[config.mk]
export PLATFORM = sky130hd
export DESIGN_NAME = wav_pcm_header_and_sample_decoder_unit
export DESIGN_NICKNAME = d
export VERILOG_FILES = /design/src/design/wav_pkg.sv /design/src/design/wav_pcm_header_and_sample_decoder_unit.sv
export VERILOG_INCLUDE_DIRS = /design/src /design/src/design
export SDC_FILE = /design/constraint.sdc
export NUM_CORES = 1
export LEC_CHECK = 0
export ABC_AREA = 1
export BUFFER_PORTS_ARGS = -buffer_cell sky130_fd_sc_hd__clkbuf_2
export CELL_PAD_IN_SITES_DETAIL_PLACEMENT = 1
export CELL_PAD_IN_SITES_GLOBAL_PLACEMENT = 1
export CORE_ASPECT_RATIO = 1.2
export CORE_UTILIZATION = 46
export CTS_CLUSTER_DIAMETER = 100
export DETAILED_ROUTE_END_ITERATION = 6
export PLACE_DENSITY_LB_ADDON = 0.1
export SLEW_MARGIN = 20
export SYNTH_ARGS = -nofsm -noshare
export SYNTH_HDL_FRONTEND = slang
export SYNTH_SLANG_ARGS = --single-unit
[constraint.sdc]
create_clock -name clk -period 4.95 [get_ports clk]
set_input_delay 0.2475 -clock clk [delete_from_list [all_inputs] [get_ports clk]]
set_output_delay 0.2475 -clock clk [all_outputs]
set_load 0.01 [all_outputs]
[src/design/assert_macros.svh]
// assertion macros for the rtl files
// no dependencies; included by the decoder unit, which carries concurrent checks
`ifndef ASSERT_MACROS_SVH
`define ASSERT_MACROS_SVH

// property checked on every rising clock edge, off while reset is asserted
`define ASSERT_CLK(label, prop, msg) \
	label: assert property (@(posedge clk) disable iff (!arst_n) (prop)) else $error(msg);

`endif

[src/design/wav_pkg.sv]
// shared types and constants for the wav pcm header and sample decoder
// no dependencies
`default_nettype none

package wav_pkg;

	// status codes reported on the result channel
	typedef enum logic [3:0] {
		ST_OK         = 4'd0,
		ST_SHORT      = 4'd1,
		ST_HEADER     = 4'd2,
		ST_FORM       = 4'd3,
		ST_SUBCHUNK   = 4'd4,
		ST_CHUNK_SIZE = 4'd5,
		ST_COMPRESS   = 4'd6,
		ST_DEPTH      = 4'd7,
		ST_DATA_ID    = 4'd8
	} status_t;

	// four character tags, first byte in the low lane
	localparam logic [31:0] TAG_RIFF = 32'h4646_4952;
	localparam logic [31:0] TAG_WAVE = 32'h4556_4157;
	localparam logic [31:0] TAG_FMT  = 32'h2074_6D66;
	localparam logic [31:0] TAG_DATA = 32'h6174_6164;

	// header byte positions
	localparam logic [5:0] POS_FORM_END   = 6'd11;
	localparam logic [5:0] POS_CHUNK_SIZE = 6'd19;
	localparam logic [5:0] POS_FORMAT     = 6'd21;
	localparam logic [5:0] POS_CHANNELS   = 6'd23;
	localparam logic [5:0] POS_RATE       = 6'd27;
	localparam logic [5:0] POS_DEPTH      = 6'd35;
	localparam logic [5:0] POS_LAST       = 6'd43;

	// expected field values
	localparam logic [31:0] FMT_CHUNK_SIZE = 32'd16;
	localparam logic [15:0] FMT_PCM        = 16'd1;
	localparam logic [15:0] DEPTH_8        = 16'd8;
	localparam logic [15:0] DEPTH_16       = 16'd16;

endpackage

`default_nettype wire

[src/design/wav_pcm_header_and_sample_decoder_unit.sv]
// wav pcm header checker and sample decoder, one stream byte per beat
// depends on wav_pkg and assert_macros.svh
//
// usage:
//   input channel: data_byte and end_of_stream, with in_valid / in_ready.
//   result channel: one result beat for every input beat, with out_valid /
//   out_ready, carrying sample, sample_valid, channel_index, status,
//   header_done, sample_rate, channel_count and bits_per_sample.
//   the first 44 bytes are checked as the canonical pcm header; the first
//   failing check (or a short stream, which replaces a failure not yet reported) is
//   reported in status and held until reset. after the header every byte (8-bit) or
//   low/high byte pair (16-bit) yields a signed q1.15 sample with an interleaved index.
// output: the result of a beat is registered and appears in the cycle after it is accepted.
// throughput: one byte per cycle unless the receiver stalls; header compare, shift
//   register, sample and channel logic are the per-byte work, in one register stage.
// stall: in_ready stays high while the result register is empty or being
//   drained in the same cycle; a stalled receiver holds the result and stops
//   input after one beat.
// reset: arst_n clears all state but the result payload; the decoder restarts in
//   the header phase with all captured fields zero and no result pending.
`default_nettype none

module wav_pcm_header_and_sample_decoder_unit
	import wav_pkg::*;
(
	input  wire logic        clk,
	input  wire logic        arst_n,
	input  wire logic        in_valid,
	output logic             in_ready,
	input  wire logic [7:0]  data_byte,
	input  wire logic        end_of_stream,
	output logic             out_valid,
	input  wire logic        out_ready,
	output logic signed [15:0] sample,
	output logic             sample_valid,
	output logic [15:0]      channel_index,
	output logic [3:0]       status,
	output logic             header_done,
	output logic [31:0]      sample_rate,
	output logic [15:0]      channel_count,
	output logic [4:0]       bits_per_sample
);

	typedef enum logic [1:0] {
		PH_HEADER = 2'd0,
		PH_DATA   = 2'd1,
		PH_ERROR  = 2'd2
	} phase_t;

	// decoder state
	phase_t       phase_q;
	logic [5:0]   hpos_q;
	logic [31:0]  shift_q;
	status_t      err_q;
	logic [31:0]  rate_q;
	logic [15:0]  chans_q;
	logic [4:0]   depth_q;
	logic [7:0]   low_q;
	logic         parity_q;
	logic [15:0]  chan_q;

	// result register
	logic         out_valid_s1;
	logic [15:0]  sample_s1;
	logic         sample_valid_s1;
	logic [15:0]  chan_s1;

	// next values
	phase_t       phase_n;
	logic [5:0]   hpos_n;
	logic [31:0]  shift_n;
	status_t      err_n;
	status_t      code;
	logic [31:0]  rate_n;
	logic [15:0]  chans_n;
	logic [4:0]   depth_n;
	logic [7:0]   low_n;
	logic         parity_n;
	logic [15:0]  chan_n;
	logic [15:0]  samp_n;
	logic         valid_n;
	logic [15:0]  chan_out_n;
	logic [15:0]  half;
	logic [7:0]   tag_riff_b;
	logic [7:0]   tag_wave_b;
	logic [7:0]   tag_fmt_b;
	logic [7:0]   tag_data_b;
	logic [16:0]  chan_inc;
	logic         in_beat;

	assign in_ready = !out_valid_s1 || out_ready;
	assign in_beat  = in_valid && in_ready;

	// expected tag byte for the current lane
	assign tag_riff_b = TAG_RIFF[{hpos_q[1:0], 3'b000} +: 8];
	assign tag_wave_b = TAG_WAVE[{hpos_q[1:0], 3'b000} +: 8];
	assign tag_fmt_b  = TAG_FMT[{hpos_q[1:0], 3'b000} +: 8];
	assign tag_data_b = TAG_DATA[{hpos_q[1:0], 3'b000} +: 8];

	assign shift_n  = {data_byte, shift_q[31:8]};
	assign half     = shift_n[31:16];
	assign chan_inc = {1'b0, chan_q} + 17'd1;

	// header checks for the current position
	always_comb begin
		code = ST_OK;
		case (hpos_q) inside
			[6'd0:6'd3]: begin
				if (data_byte != tag_riff_b) code = ST_HEADER;
			end
			[6'd8:6'd11]: begin
				if (data_byte != tag_wave_b) code = ST_FORM;
			end
			[6'd12:6'd15]: begin
				if (data_byte != tag_fmt_b) code = ST_SUBCHUNK;
			end
			POS_CHUNK_SIZE: begin
				if (shift_n != FMT_CHUNK_SIZE) code = ST_CHUNK_SIZE;
			end
			POS_FORMAT: begin
				if (half != FMT_PCM) code = ST_COMPRESS;
			end
			POS_DEPTH: begin
				if (half != DEPTH_8 && half != DEPTH_16) code = ST_DEPTH;
			end
			[6'd36:6'd39]: begin
				if (data_byte != tag_data_b) code = ST_DATA_ID;
			end
			default: code = ST_OK;
		endcase
	end

	// next state for one accepted byte
	always_comb begin
		phase_n    = phase_q;
		hpos_n     = hpos_q;
		err_n      = err_q;
		rate_n     = rate_q;
		chans_n    = chans_q;
		depth_n    = depth_q;
		low_n      = low_q;
		parity_n   = parity_q;
		chan_n     = chan_q;
		samp_n     = 16'd0;
		valid_n    = 1'b0;
		chan_out_n = 16'd0;
		case (phase_q)
			PH_HEADER: begin
				// field capture only while the chunk is still clean
				if (err_q == ST_OK) begin
					if (hpos_q == POS_CHANNELS) chans_n = half;
					if (hpos_q == POS_RATE) rate_n = shift_n;
					if (hpos_q == POS_DEPTH && code == ST_OK) depth_n = half[4:0];
					err_n = code;
				end
				// chunk boundaries report a pending error
				if (hpos_q == POS_FORM_END || hpos_q == POS_DEPTH || hpos_q == POS_LAST) begin
					if (err_n != ST_OK) phase_n = PH_ERROR;
					else if (hpos_q == POS_LAST) phase_n = PH_DATA;
				end
				if (hpos_q < POS_LAST) hpos_n = hpos_q + 6'd1;
				if (phase_n == PH_HEADER && end_of_stream) begin
					phase_n = PH_ERROR;
					err_n   = ST_SHORT;
				end
			end
			PH_DATA: begin
				if (depth_q == DEPTH_8[4:0]) begin
					samp_n  = {data_byte ^ 8'h80, 8'h00};
					valid_n = 1'b1;
				end else if (!parity_q) begin
					low_n    = data_byte;
					parity_n = 1'b1;
				end else begin
					samp_n   = {data_byte, low_q};
					parity_n = 1'b0;
					valid_n  = 1'b1;
				end
				// interleaved channel counter
				if (valid_n) begin
					chan_out_n = chan_q;
					if (chan_inc >= {1'b0, chans_q}) chan_n = 16'd0;
					else chan_n = chan_inc[15:0];
				end
				if (end_of_stream) begin
					parity_n = 1'b0;
					chan_n   = 16'd0;
				end
			end
			default: begin
				phase_n = phase_q;
			end
		endcase
	end

	// state and result register
	always_ff @(posedge clk or negedge arst_n) begin
		if (!arst_n) begin
			phase_q      <= PH_HEADER;
			hpos_q       <= 6'd0;
			shift_q      <= 32'd0;
			err_q        <= ST_OK;
			rate_q       <= 32'd0;
			chans_q      <= 16'd0;
			depth_q      <= 5'd0;
			low_q        <= 8'd0;
			parity_q     <= 1'b0;
			chan_q       <= 16'd0;
			out_valid_s1 <= 1'b0;
		end else begin
			if (in_beat) begin
				phase_q  <= phase_n;
				hpos_q   <= hpos_n;
				if (phase_q == PH_HEADER) shift_q <= shift_n;
				err_q    <= err_n;
				rate_q   <= rate_n;
				chans_q  <= chans_n;
				depth_q  <= depth_n;
				low_q    <= low_n;
				parity_q <= parity_n;
				chan_q   <= chan_n;
				out_valid_s1 <= 1'b1;
			end else if (out_ready) begin
				out_valid_s1 <= 1'b0;
			end
		end
	end

	// result payload
	always_ff @(posedge clk) begin
		if (in_beat) begin
			sample_s1       <= samp_n;
			sample_valid_s1 <= valid_n;
			chan_s1         <= chan_out_n;
		end
	end

	// captured fields change only together with the result beat
	assign out_valid       = out_valid_s1;
	assign sample          = sample_s1;
	assign sample_valid    = sample_valid_s1;
	assign channel_index   = chan_s1;
	assign status          = (phase_q == PH_ERROR) ? err_q : ST_OK;
	assign header_done     = (phase_q == PH_DATA);
	assign sample_rate     = rate_q;
	assign channel_count   = chans_q;
	assign bits_per_sample = depth_q;

	`include "assert_macros.svh"

	`ASSERT_CLK(a_done_no_err, !(header_done && status != ST_OK),
		"header done with error status")
	`ASSERT_CLK(a_sample_after_hdr, (out_valid && sample_valid) |-> header_done,
		"sample before header done")
	`ASSERT_CLK(a_chan_range,
		(out_valid && sample_valid && channel_count != 16'd0) |->
		(channel_index < channel_count), "channel index out of range")
	`ASSERT_CLK(a_err_hold, (status != ST_OK) |=> (status == $past(status)),
		"error status changed")

endmodule

`default_nettype wire
# After elaboration in Yosys (flattened, before gate mapping)
# Index checks and enable logic that the tools add are counted.
# op_classes
n_addsub	2
order_cmp	10
n_eq_ne	19
shifts	4
muxes	36
bitwise_logic	4
reduce_logical	29
# op_table
cell	n
$shiftx 32x6->8 const A	4
$mux 16	5
$mux 4	12
$ne 32x5->1 const B	1
$ne 8x8->1	4
$eq 6x5->1 const B	4
$add 16x1->17 const B	1
$ge 17x16->1	1
$ne 16x1->1 const B	1
$ne 16x4->1 const B	1
$ne 16x5->1 const B	1
$reduce_and 4->1	4
$mux 2	7
$eq 6x6->1 const B	2
$ge 6x4->1 const B	2
$le 6x4->1 const B	2
$mux 3	4
$reduce_and 3->1	3
$logic_and 1x1->1	8
$logic_not 4->1	2
$mux 1	8
$add 6x1->6 const B	1
$eq 6x4->1 const B	1
$ge 6x1->1 const B	1
other kinds (16)	24
# word_totals
ff_bits	156
output_inout_bits	93
wordCells	119

# Logic depth before layout (Yosys ltp)
# depth
word_depth	19
mapped_depth	18

# Worst setup path before layout
# Ideal clock, no wire load.
# synth_path
path_kind	register to register
from	reg chan_q[0]
to	reg chan_q[0]
setup_ns	0.126
arrival_ns	2.563
required_time_ns	4.824
setup_slack_ns	2.261
path_stages_with_launch	19
n_path_buf	1
synth_period_minus_slack_ns	2.689
cell_sequence	dfrtp_1 ha_1 nand2_1 nor4_4 nand2_2 nor2_1 xor2_1 inv_1 ha_1 nand4_1 nor3_1 nand2_1 nand4_1 a21oi_1 o21ai_0 nand2_1 nand2_1 buf_2 o21ai_0
# synth_between
elab_chain_len	5
# synth_rtl
item	line_no	source
from (decl)	wav_pcm_header_and_sample_decoder_unit.sv:60	logic [15:0] chan_q;
from (signal assigned)	wav_pcm_header_and_sample_decoder_unit.sv:221	chan_q <= chan_n;
$add 16x1->17 (*)	wav_pcm_header_and_sample_decoder_unit.sv:102	assign chan_inc = {1'b0, chan_q} + 17'd1;
$ge 17x16->1	wav_pcm_header_and_sample_decoder_unit.sv:182	if (chan_inc >= {1'b0, chans_q}) chan_n = 16'd0;
$mux 16 (*)	wav_pcm_header_and_sample_decoder_unit.sv:182	
$mux 16 (*)	wav_pcm_header_and_sample_decoder_unit.sv:180	if (valid_n) begin
$mux 16 (*)	wav_pcm_header_and_sample_decoder_unit.sv:185	if (end_of_stream) begin
# Mark *: on every way between the ends. The rest lies on a longest branch, timed or not. The select of a mux whose other input is x is not followed.
# A chain may end at the register's enable or synchronous reset.

# Worst setup path in the final report
# layout_path
from	reg chan_q[0]
to	reg chan_q[4]
# Same word-level chain as after synthesis.

==> run_results.csv <==
group,metric,value,unit
logic_synthesis,synth_fp_nets,840,
setup_path,critPathArrivalTime,3.65,ns
clocking,htreeDepth,4,
route,vias,5699,
setup_path,end_kind,"flop",
global_routing,overflow,0,
setup_path,r2r_slack,1.58,ns
finish,drive_gt1_frac,0.184,
logic_synthesis,synth_seq_area_share,0.549,
sta,drv_slew,0,
logic_synthesis,synth_top_area_cell,"dfrtp_1",
logic_synthesis,synth_area_leaders,"dfrtp_1 (41%), edfxtp_1 (14%), nand2_1 (10%)",
die,dieArea,15800,um2
clocking,cts_made_buffers,17,
worst_hold_path,hp-class,"in2reg",
die,fp-row-count,49,
die,core,15000,um2
placed_design,io_buffers,105,
die,die_h,138,um
sta,min_period_over_period,0.681,
placed_design,pre_cts_slack,1.65,ns
clocking,cts_tree,"built",
setup_path,critPathMaxFanout,16,
global_routing,grt_usage,0.253,
clocking,cts_buffer_depth,2,
sta,worst_pin_slew,0.971,ns
sta,fmax,297,MHz
clocking,clkTransAtPathRegs,0.06,ns
die,start_util,0.471,
route,wirelength,18700,um
clocking,clock_latency,0.43,ns
logic_synthesis,synth_top_area_share,0.408,
placed_design,detailed_place_hpwl,13500,um
global_routing,grt_pass1_vias,5978,
sta,hold_viol,0,
global_routing,grt_pass1_wl,30300,um
sta,clock_skew,0.00534,ns
route,drt-initial-drc-count,269,
sta,worst_slack,1.58,ns
setup_path,crit_path_start_kind,"flop",
logic_synthesis,avgSynthCellArea,8.76,um2
power,vdd_drop_max,0.180,mV
power,powerDensity,328,nW/um2
route,routedWlPerCell,16.6,um
placed_design,place_congestion,0.881,
die,die_w,115,um
power,p_leak,4.04,nW
global_routing,antenna_found_initial,0,
clocking,cts-resized-gates,0,
setup_path,critical_path_required,5.23,ns
logic_synthesis,synth_seq_cells,148,
sta,period_needed,3.37,ns
route,drc_errors,0,
finish,fin_nets,944,
finish,antennaDiodeCount,0,
route,ant_nets,0,
finish,layout_commonest_cell,"nand2_1",
route,first_pass_iters,4,
logic_synthesis,ys_warn_count,0,
finish,final_cell_mix,"nand2_1 (193), dfrtp_1 (115), inv_1 (112), clkbuf_2 (104), o21ai_0 (103)",
route,vias_per_cell,5.06,
flow_run,drv_cap,0,
global_routing,grt_start_max_net_pins,73,
sta,setup_viol,0,
sta,setup_tns,0,ns
die,io_pins,106,
clocking,root_buffer,"clkbuf_16",
run_status,status,"complete, no violations",
logic_synthesis,syn_area,7050,um2
setup_path,critical_path_class,"reg2reg",
clocking,cts.sinks,148,
finish,area_growth,18.0,%
logic_synthesis,syn_inst,805,
logic_synthesis,ys_types,35,
sta,rsz0062_at_grt,"no",
sta,slew_headroom,0.353,
[cells in the mapped netlist]
library cell / instances
nand2_1: 193
dfrtp_1: 115
inv_1: 113
o21ai_0: 103
nor2_1: 87
edfxtp_1: 33
nand3_1: 27
ha_1: 22
xor2_1: 22
clkbuf_1: 15
a21oi_1: 11
nand4_1: 7
nor2_2: 6
inv_2: 5
nand2_2: 5
nor3_1: 5
nand3_2: 4
nor3_2: 4
o21ai_1: 4
buf_2: 3
buf_6: 3
xnor2_1: 3
buf_1: 2
nor3_4: 2
a21o_1: 1
a31oi_1: 1
nand3_4: 1
nand3b_1: 1
nor2_4: 1
nor3b_1: 1
nor4_1: 1
nor4_4: 1
o21bai_1: 1
o31ai_1: 1
or2_2: 1
[kinds of logic after synthesis]
family | Yosys count | synth area share
xor+xnor | 25 | 0.0311
simple gates | 347 | 0.215
buf+inv | 141 | 0.0788
compound gates | 122 | 0.0878
flops | 148 | 0.549
fa+ha+maj | 22 | 0.0390
[critical path: stages, from the launching register on]
cell	delay (ns)
dfrtp_1	0.40
ha_1	0.21
nand2_1	0.13
nor4_4	0.22
nand2_2	0.12
nor2_1	0.14
xor2_1	0.16
inv_1	0.08
ha_1	0.29
nand4_1	0.13
nor3_1	0.24
nand2_1	0.09
nand4_1	0.11
a21oi_1	0.07
o21ai_0	0.14
nand2_1	0.07
nand2_1	0.43
o21ai_0	0.19
[layer usage]
metal | up-vias | track usage | routed length (um)
met5 | - | 0 | 0
met4 | 0 | 0.0736 | 220
met3 | 17 | 0.0493 | 651
met2 | 102 | 0.470 | 9990
li1 | 2754 | - | -
met1 | 2826 | 0.292 | 7810
[per-stage QoR]
stage               hold WS [ns]  instance area (um2)  power, mW   util  std cells
global route               0.136                 8320       2.83  0.556       1126
floorplan                -0.0481                 7050       1.44      -        805
detailed placement         0.448                 7740       1.52  0.518       1093
global placement           0.439                 7740       1.51  0.518       1093
finish                     0.114                 8320       2.73  0.556       1126
CTS                        0.102                 8310       2.76  0.555       1126
[state kept, by name, summed over array words and instances (netlist names), 2 cells and up]
register and count:
sample_rate 32, shift_q 24, chan_q 16, channel_count 16, channel_index 16, sample 16, low_q 8, hpos_q 6
bits_per_sample 5, err_q 4, phase_q 2
[report_power, final]
group	internal (mW)	leakage, nW	switching, mW	total (mW)
Clock	0.694	0.268	0.540	1.23
Combinational	0.0445	1.95	0.123	0.167
Sequential	1.30	1.82	0.0283	1.33
Total	2.04	4.04	0.692	2.73
[final cells by class]
type / count / area (um2)
inverters: 118 / 443
fillers: 1835 / 6640
multi-input cells: 516 / 2650
well taps: 204 / 255
repair buffers: 108 / 553
clock buffers: 17 / 425
flip-flops and latches: 148 / 3870
clock inverters: 15 / 128
[what timing repair did]
| action | 4_1_cts | 5_1_grt |
|---|---|---|
| hold endpoints to repair | 1 | 0 |
| buffers inserted | 0 | 0 |
| hold buffers | 1 | 0 |
[path summary, 6_finish.rpt]
check                           startpoint         endpoint  cells after the start
max                              chan_q[0]        chan_q[4]                     17
min                              out_ready        out_valid                      4
max reg2reg                      chan_q[0]        chan_q[4]                     17
min reg2reg                sample_rate[16]  sample_rate[16]                      2
max in group asynchronous           arst_n  sample_rate[23]                      3
min in group asynchronous           arst_n         low_q[4]                      2
Power figures use the tool's default switching activity.
